**src/design/assert_macros.svh**
```systemverilog
// Assertion macros for the converter RTL.
// Depends on nothing; included by files that check their own logic.
`ifndef ASSERT_MACROS_SVH
`define ASSERT_MACROS_SVH

// same-cycle implication under reset
`define ASSERT_IMPLY(lbl, ck, rn, ante, cons) \
    lbl: assert property (@(posedge ck) disable iff (!rn) (ante) |-> (cons)) \
        else $error("implication check failed");

// next-cycle implication under reset
`define ASSERT_NEXT(lbl, ck, rn, ante, cons) \
    lbl: assert property (@(posedge ck) disable iff (!rn) (ante) |=> (cons)) \
        else $error("next-cycle check failed");

`endif

```
**src/design/sjk_pkg.sv**
```systemverilog
// Types and constants for the Shift-JIS / ku-ten converter.
// Depends on nothing; used by the decoder, encoder and top level.
package sjk_pkg;

    localparam logic [1:0] OP_SJIS_TO_KUTEN = 2'd0;
    localparam logic [1:0] OP_KUTEN_TO_SJIS = 2'd1;
    localparam logic [1:0] OP_KUTEN_TO_JIS  = 2'd2;
    localparam logic [1:0] OP_JIS_TO_KUTEN  = 2'd3;

    localparam logic [7:0] JIS_OFFSET = 8'h20;

    localparam logic [9:0] LOW_LEAD_BASE  = 10'd257;
    localparam logic [9:0] HIGH_LEAD_BASE = 10'd385;
    localparam logic [7:0] EVEN_TEN_BASE  = 8'd158;
    localparam logic [7:0] LOW_ROW_LAST   = 8'd62;

    localparam logic [7:0] LEAD_LO_FIRST = 8'h81;
    localparam logic [7:0] LEAD_LO_LAST  = 8'h9F;
    localparam logic [7:0] LEAD_HI_FIRST = 8'hE0;
    localparam logic [7:0] LEAD_HI_LAST  = 8'hEF;
    localparam logic [7:0] TRAIL_ODD_A_FIRST = 8'h40;
    localparam logic [7:0] TRAIL_ODD_A_LAST  = 8'h7E;
    localparam logic [7:0] TRAIL_ODD_B_FIRST = 8'h80;
    localparam logic [7:0] TRAIL_ODD_B_LAST  = 8'h9E;
    localparam logic [7:0] TRAIL_EVEN_FIRST  = 8'h9F;
    localparam logic [7:0] TRAIL_EVEN_LAST   = 8'hFC;
    localparam logic [7:0] ASCII_FIRST = 8'h20;
    localparam logic [7:0] ASCII_LAST  = 8'h7E;
    localparam logic [7:0] KANA_FIRST  = 8'hA1;
    localparam logic [7:0] KANA_LAST   = 8'hDF;
    localparam logic [6:0] NONSTD_FIRST = 7'd9;
    localparam logic [6:0] NONSTD_LAST  = 7'd15;

    typedef struct packed {
        logic [7:0] ku;
        logic [7:0] ten;
        logic       regular;
        logic       nonstd;
    } dec_result_t;

    typedef struct packed {
        logic [7:0] lead;
        logic [7:0] trail;
    } enc_result_t;

endpackage

```
**src/design/sjk_decode.sv**
```systemverilog
// Shift-JIS byte pair to ku/ten decoder with regularity and row flags.
// Depends on sjk_pkg.
module sjk_decode
(
    input  logic [7:0]          lead,
    input  logic [7:0]          trail,
    output sjk_pkg::dec_result_t result
);

    logic       lead_low;
    logic       lead_high;
    logic       upper;
    logic [9:0] lead_x2;
    logic [9:0] row_wide;
    logic [6:0] row;
    logic       trail_odd_a;
    logic       trail_odd_b;
    logic       trail_even;
    logic [7:0] ten_val;
    logic       single_ok;

    assign lead_low  = (lead >= sjk_pkg::LEAD_LO_FIRST) && (lead <= sjk_pkg::LEAD_LO_LAST);
    assign lead_high = (lead >= sjk_pkg::LEAD_HI_FIRST) && (lead <= sjk_pkg::LEAD_HI_LAST);
    assign upper     = (trail > sjk_pkg::TRAIL_ODD_B_LAST);
    assign lead_x2   = {1'b0, lead, 1'b0};

    assign trail_odd_a = (trail >= sjk_pkg::TRAIL_ODD_A_FIRST) &&
                         (trail <= sjk_pkg::TRAIL_ODD_A_LAST);
    assign trail_odd_b = (trail >= sjk_pkg::TRAIL_ODD_B_FIRST) &&
                         (trail <= sjk_pkg::TRAIL_ODD_B_LAST);
    assign trail_even  = (trail >= sjk_pkg::TRAIL_EVEN_FIRST) &&
                         (trail <= sjk_pkg::TRAIL_EVEN_LAST);

    always_comb
    begin
        if (lead_low)
        begin
            row_wide = lead_x2 + {9'd0, upper} - sjk_pkg::LOW_LEAD_BASE;
        end
        else if (lead_high)
        begin
            row_wide = lead_x2 + {9'd0, upper} - sjk_pkg::HIGH_LEAD_BASE;
        end
        else
        begin
            row_wide = 10'd0;
        end
    end

    assign row = row_wide[6:0];

    always_comb
    begin
        if (row == 7'd0)
        begin
            ten_val = 8'd0;
        end
        else if (row[0] && trail_odd_a)
        begin
            ten_val = trail - 8'd63;
        end
        else if (row[0] && trail_odd_b)
        begin
            ten_val = trail - 8'd64;
        end
        else if (!row[0] && trail_even)
        begin
            ten_val = trail - sjk_pkg::EVEN_TEN_BASE;
        end
        else
        begin
            ten_val = 8'd0;
        end
    end

    assign single_ok = (trail == 8'd0) &&
        (((lead >= sjk_pkg::ASCII_FIRST) && (lead <= sjk_pkg::ASCII_LAST)) ||
         ((lead >= sjk_pkg::KANA_FIRST) && (lead <= sjk_pkg::KANA_LAST)));

    assign result.ku      = {1'b0, row};
    assign result.ten     = ten_val;
    assign result.regular = single_ok ||
        ((lead_low || lead_high) &&
         (row[0] ? (trail_odd_a || trail_odd_b) : trail_even));
    assign result.nonstd  = (row >= sjk_pkg::NONSTD_FIRST) && (row <= sjk_pkg::NONSTD_LAST);

endmodule

```
**src/design/sjk_encode.sv**
```systemverilog
// Ku/ten to Shift-JIS byte pair encoder, bytes wrap to eight bits.
// Depends on sjk_pkg.
module sjk_encode
(
    input  logic [7:0]           ku,
    input  logic [7:0]           ten,
    output sjk_pkg::enc_result_t result
);

    logic [9:0] lead_sum;
    logic [7:0] trail_val;

    always_comb
    begin
        if (ku <= sjk_pkg::LOW_ROW_LAST)
        begin
            lead_sum = {2'b00, ku} + sjk_pkg::LOW_LEAD_BASE;
        end
        else
        begin
            lead_sum = {2'b00, ku} + sjk_pkg::HIGH_LEAD_BASE;
        end
    end

    always_comb
    begin
        if (!ku[0])
        begin
            trail_val = ten + sjk_pkg::EVEN_TEN_BASE;
        end
        else if ((ten >= 8'd1) && (ten <= 8'd63))
        begin
            trail_val = ten + 8'd63;
        end
        else
        begin
            trail_val = ten + 8'd64;
        end
    end

    assign result.lead  = (ku == 8'd0) ? 8'd0 : lead_sum[8:1];
    assign result.trail = (ku == 8'd0) ? 8'd0 : trail_val;

endmodule

```
**src/design/sjis_kuten_code_converter.sv**
```systemverilog
// Top level of the Shift-JIS / ku-ten converter: input register, converters, result register.
// Depends on sjk_pkg, sjk_decode, sjk_encode and assert_macros.svh.
//
//  channel   handshake        payload
//  request   start / busy     opcode, first_byte, second_byte
//  result    done (strobe)    first_result, second_result, is_regular, is_nonstandard
//
// One request per cycle; busy stays low.
// A request passes through the input register, then the conversion logic into the result register.
// done is high for one cycle per request; the receiver cannot stall.
// Reset clears the valid bits of both registers; payload is not reset.
`include "assert_macros.svh"

module sjis_kuten_code_converter
(
    input  logic       clk,
    input  logic       rst_n,
    input  logic       start,
    output logic       busy,
    input  logic [1:0] opcode,
    input  logic [7:0] first_byte,
    input  logic [7:0] second_byte,
    output logic       done,
    output logic [7:0] first_result,
    output logic [7:0] second_result,
    output logic       is_regular,
    output logic       is_nonstandard
);

    logic       in_valid_reg;
    logic [1:0] in_op_reg;
    logic [7:0] in_first_reg;
    logic [7:0] in_second_reg;

    logic       out_valid_reg;
    logic [7:0] out_first_reg;
    logic [7:0] out_second_reg;
    logic       out_regular_reg;
    logic       out_nonstd_reg;

    logic [7:0] out_first_next;
    logic [7:0] out_second_next;
    logic       out_regular_next;
    logic       out_nonstd_next;

    sjk_pkg::dec_result_t dec;
    sjk_pkg::enc_result_t enc;

    assign busy = 1'b0;

    always_ff @(posedge clk or negedge rst_n)
    begin
        if (!rst_n)
        begin
            in_valid_reg  <= 1'b0;
            out_valid_reg <= 1'b0;
        end
        else
        begin
            in_valid_reg  <= start && !busy;
            out_valid_reg <= in_valid_reg;
        end
    end

    always_ff @(posedge clk)
    begin
        if (start && !busy)
        begin
            in_op_reg     <= opcode;
            in_first_reg  <= first_byte;
            in_second_reg <= second_byte;
        end
        if (in_valid_reg)
        begin
            out_first_reg   <= out_first_next;
            out_second_reg  <= out_second_next;
            out_regular_reg <= out_regular_next;
            out_nonstd_reg  <= out_nonstd_next;
        end
    end

    sjk_decode u_decode
    (
        .lead   (in_first_reg),
        .trail  (in_second_reg),
        .result (dec)
    );

    sjk_encode u_encode
    (
        .ku     (in_first_reg),
        .ten    (in_second_reg),
        .result (enc)
    );

    always_comb
    begin
        out_regular_next = 1'b0;
        out_nonstd_next  = 1'b0;
        unique case (in_op_reg)
            sjk_pkg::OP_SJIS_TO_KUTEN:
            begin
                out_first_next   = dec.ku;
                out_second_next  = dec.ten;
                out_regular_next = dec.regular;
                out_nonstd_next  = dec.nonstd;
            end
            sjk_pkg::OP_KUTEN_TO_SJIS:
            begin
                out_first_next  = enc.lead;
                out_second_next = enc.trail;
            end
            sjk_pkg::OP_KUTEN_TO_JIS:
            begin
                out_first_next  = in_first_reg + sjk_pkg::JIS_OFFSET;
                out_second_next = in_second_reg + sjk_pkg::JIS_OFFSET;
            end
            default:
            begin
                out_first_next  = in_first_reg - sjk_pkg::JIS_OFFSET;
                out_second_next = in_second_reg - sjk_pkg::JIS_OFFSET;
            end
        endcase
    end

    assign done           = out_valid_reg;
    assign first_result   = out_first_reg;
    assign second_result  = out_second_reg;
    assign is_regular     = out_regular_reg;
    assign is_nonstandard = out_nonstd_reg;

    `ASSERT_NEXT(a_accept_to_stage, clk, rst_n, start && !busy, in_valid_reg)
    `ASSERT_NEXT(a_stage_to_done, clk, rst_n, in_valid_reg, done)
    `ASSERT_NEXT(a_flags_only_decode, clk, rst_n,
        in_valid_reg && (in_op_reg != sjk_pkg::OP_SJIS_TO_KUTEN),
        !is_regular && !is_nonstandard)
    `ASSERT_IMPLY(a_nonstd_row, clk, rst_n, done && is_nonstandard,
        (first_result >= 8'd9) && (first_result <= 8'd15))

endmodule

```
**config.mk**
```make
export PLATFORM = sky130hd
export DESIGN_NAME = sjis_kuten_code_converter
export DESIGN_NICKNAME = d
export VERILOG_FILES = /design/src/design/sjk_pkg.sv /design/src/design/sjk_decode.sv /design/src/design/sjk_encode.sv /design/src/design/sjis_kuten_code_converter.sv
export VERILOG_INCLUDE_DIRS = /design/src /design/src/design
export SDC_FILE = /design/constraint.sdc
export NUM_CORES = 1
export LEC_CHECK = 0
export ABC_CLOCK_PERIOD_IN_PS = 6000
export BUFFER_PORTS_ARGS = -buffer_cell sky130_fd_sc_hd__buf_2
export CELL_PAD_IN_SITES_DETAIL_PLACEMENT = 1
export CELL_PAD_IN_SITES_GLOBAL_PLACEMENT = 1
export CORE_ASPECT_RATIO = 2
export CORE_MARGIN = 5
export CORE_UTILIZATION = 40
export CTS_BUF_LIST = sky130_fd_sc_hd__clkbuf_4
export CTS_CLUSTER_DIAMETER = 200
export DETAILED_ROUTE_END_ITERATION = 10
export HOLD_SLACK_MARGIN = 0.05
export PLACE_DENSITY_LB_ADDON = 0.1
export REMOVE_ABC_BUFFERS = 1
export SETUP_SLACK_MARGIN = 0.5
export SLEW_MARGIN = 20
export SYNTH_ARGS = -nofsm -noshare
export SYNTH_HDL_FRONTEND = slang
export SYNTH_HIERARCHICAL = 1
export SYNTH_SLANG_ARGS = --single-unit
```
**constraint.sdc**
```tcl
create_clock -name clk -period 6 [get_ports clk]
set_input_delay 1.5 -clock clk [delete_from_list [all_inputs] [get_ports clk]]
set_output_delay 1.5 -clock clk [all_outputs]
set_load 0.01 [all_outputs]
```
==> run_results.csv <==
group,metric,value,unit
placed_design,pre_cts_ws,2.55,ns
yosys,synth_top_area_frac,0.330,
run,cap_violations,0,
yosys,synth_area,3280,µm²
critical_path,cp.required,6.22,ns
detailed_routing,via_per_inst,5.82,
detailed_routing,antenna_left,0,
timing,tns,0,ns
grt,grt_pass1_vias,3018,
grt,grt_pass1_wl,16.0,mm
yosys,syn_area_per_cell,9.88,µm²
floorplanning,fp.dieArea,10200,µm²
placed_design,dp.cells,454,
clocking,tritoncts,"built",
placed_design,placed_area,3510,µm²
cells_and_area,area_growth,10.4,%
critical_path,worst-setup-path-type,"register to register",
clocking,h-tree-depth,2,
timing,slew_headroom,0.450,
critical_path,regToRegSetupSlack,2.50,ns
critical_path,critPathArrivalTime,3.72,ns
timing,hold_violations,0,
grt,gr-total-overflow,0,
yosys,syn-instance-count,332,
clocking,clk_path_buf_depth,2,
yosys,synth_seq_area_share,0.345,
hold_path,worstHoldStart,"in_first_reg[4]",
yosys,ys_types,73,
yosys,ys_seq_elements,38,
clocking,clkSinkCount,38,
critical_path,start_kind,"register",
grt,grt_use_total,0.205,
cells_and_area,post-route-util,0.453,
grt,grt_max_degree,32,
status,status,"completed",
yosys,synthFlopType,"edfxtp_1",
critical_path,rr_startpoint,"in_second_reg[2]",
timing,maxSlewViolCount,0,
floorplanning,initial_utilization,0.410,
floorplanning,die_h,138,µm
cells_and_area,fin_area,3620,µm²
clocking,ctsResizeCount,0,
critical_path,r2r-end,"second_result[5]",
grt,antenna_found_initial,1,
critical_path,crit_path_end_kind,"register",
placed_design,gp_congestion,0.905,
power,irDropWorstVdd,96.3,µV
floorplanning,num_io_pins,41,
timing,fin_worst_skew,0.0105,ns
clocking,cts_made_buffers,5,
cells_and_area,fin_nets,409,
detailed_routing,wirelength,10.0,mm
cells_and_area,layout-drive-gt1-share,0.189,
clocking,post_cts_buffers,0,
timing,fmax,286,MHz
detailed_routing,dr.pass1.iters,4,
floorplanning,row_count,46,
hold_path,min_path_cells,2,
timing,worstMarginPinSlew,0.826,ns
clocking,holdBufCountCts,0,
critical_path,cp_max_fo,16,
placed_design,numPortBuffers,39,
timing,finalCritPeriodShare,0.583,
detailed_routing,vias,2694,
floorplanning,dieWidth,74.0,µm
clocking,clock_latency,0.37,ns
hold_path,holdPathEnd,"first_result[4]",
detailed_routing,wl_per_cell,21.6,µm
yosys,synthTopCellsByArea,"edfxtp_1 (33%), ha_1 (8.0%), mux2i_1 (7.3%), xnor2_1 (4.8%), nand2_1 (3.0%)",
yosys,ys_async_sr_fraction,0.0526,
placed_design,dpl.hpwl,7.69,mm
clocking,clk_pin_slew,0.13,ns
detailed_routing,dr.first_iter.drc_count,101,
power,p_leak,1.45,nW
floorplanning,core-area,8000,µm²
timing,setup_viol,0,
timing,fin_crit,3.50,ns
timing,rsz0062_at_grt,"false",
timing,fin_ws,2.50,ns
detailed_routing,route.detailed.drc,0,
yosys,synth-edff-count,36,
cells_and_area,fin_cells,463,
clocking,ctsRootBufferMaster,"clkbuf_4",
yosys,ys_warn_count,6,
power,power_density,224,nW/µm²
hold_path,hold_path.class,"register to register",
critical_path,rr_worst_depth,12,
yosys,yosysTopAreaCell,"edfxtp_1",
## placed cells by master (no fill, tap or decap), types with 10 or more instances in the layout
master    instances
nand3_1          16
nand2_1          26
mux2i_1          24
xnor2_1          18
buf_2            39
a21oi_1          10
nor2_1           19
o21ai_0          16
ha_1             21
inv_1            16
edfxtp_1         36
## power breakdown
| group | switching, mW | total [mW] | internal, mW | leakage [nW] |
|---|---|---|---|---|
| Sequential | 0.0408 | 0.363 | 0.322 | 0.374 |
| Combinational | 0.126 | 0.220 | 0.0936 | 1.02 |
| Clock | 0.0977 | 0.228 | 0.130 | 0.0554 |
| Total | 0.265 | 0.811 | 0.546 | 1.45 |
## stage by stage
| stage | power, mW | hold slack [ns] |
|---|---|---|
| after global placement | 0.586 | 0.787 |
| after CTS | 0.824 | 0.837 |
| after global routing | 0.858 | 0.855 |
| after detailed placement | 0.592 | 0.804 |
| after floorplan | 0.505 | 0.670 |
| final | 0.811 | 0.843 |
## layer usage
| metal | global-route usage | vias to the layer above | share of wire | wire length, µm |
|---|---|---|---|---|
| li1 | - | 1293 | - | - |
| met2 | 0.380 | 49 | 0.59 | 5860 |
| met1 | 0.206 | 1327 | 0.35 | 3460 |
| met4 | 0.127 | 0 | 0.048 | 476 |
| met5 | 0 | - | 0 | 0 |
| met3 | 0.0181 | 25 | 0.020 | 198 |
## area by class of cell
type / count / area, µm²
Clock buffer: 5 / 37.5
Antenna cell: 1 / 2.50
Tap cell: 96 / 120
Clock inverter: 3 / 68.8
Multi-Input combinational cell: 259 / 1970
Inverter: 18 / 67.6
Sequential cell: 38 / 1130
Fill cell: 951 / 4380
Timing Repair Buffer: 43 / 225
## worst max path at each step
stage                           from          endpoint  slack, ns  cells after the start
floorplan           in_second_reg[2]    is_nonstandard       2.89                     11
global placement    in_second_reg[2]  second_result[5]       2.65                     12
detailed placement  in_second_reg[2]  second_result[5]       2.55                     12
CTS                 in_second_reg[2]  second_result[5]       2.51                     12
global route        in_second_reg[2]  second_result[5]       2.25                     12
finish              in_second_reg[2]  second_result[5]       2.50                     12
## cell families after synthesis
kind of cell	after synthesis	synth area share
adders and majority gates	23	0.0923
and+or+nand+nor	116	0.200
AOI/OAI and AO/OA	70	0.160
xor gates and xnor gates	24	0.0725
DFF	38	0.345
other	2	0.00229
buffers and inverters	35	0.0549
muxes	24	0.0732
## synthesized netlist by cell type (3+ instances only)
master    number
clkbuf_1       6
ha_1          21
nor3_1         9
nand2b_1       5
xor2_1         4
and2_1         4
nand2_1       26
xnor2_1       18
and3_1         7
edfxtp_1      36
mux2i_1       24
nand3_1       16
a21oi_1       10
inv_1         16
buf_4          6
a31oi_1        4
nand4_1        4
o21ai_1        3
o21ai_0       16
a221oi_1       3
nor2_1        19
nor3b_1        5
o211ai_1       9
## worst max-delay path, cell delays in order (launching register included)
cell and delay [ns]:
edfxtp_1 0.72, ha_1 0.33, and3_1 0.24, and4_4 0.28
or2_2 0.14, ha_1 0.17, nor3b_1 0.34, xnor2_1 0.13
and2b_2 0.22, a31o_2 0.27, a221oi_1 0.27, mux2i_1 0.12
mux2i_1 0.13
Note: power is estimated with default switching activity, not from simulation.
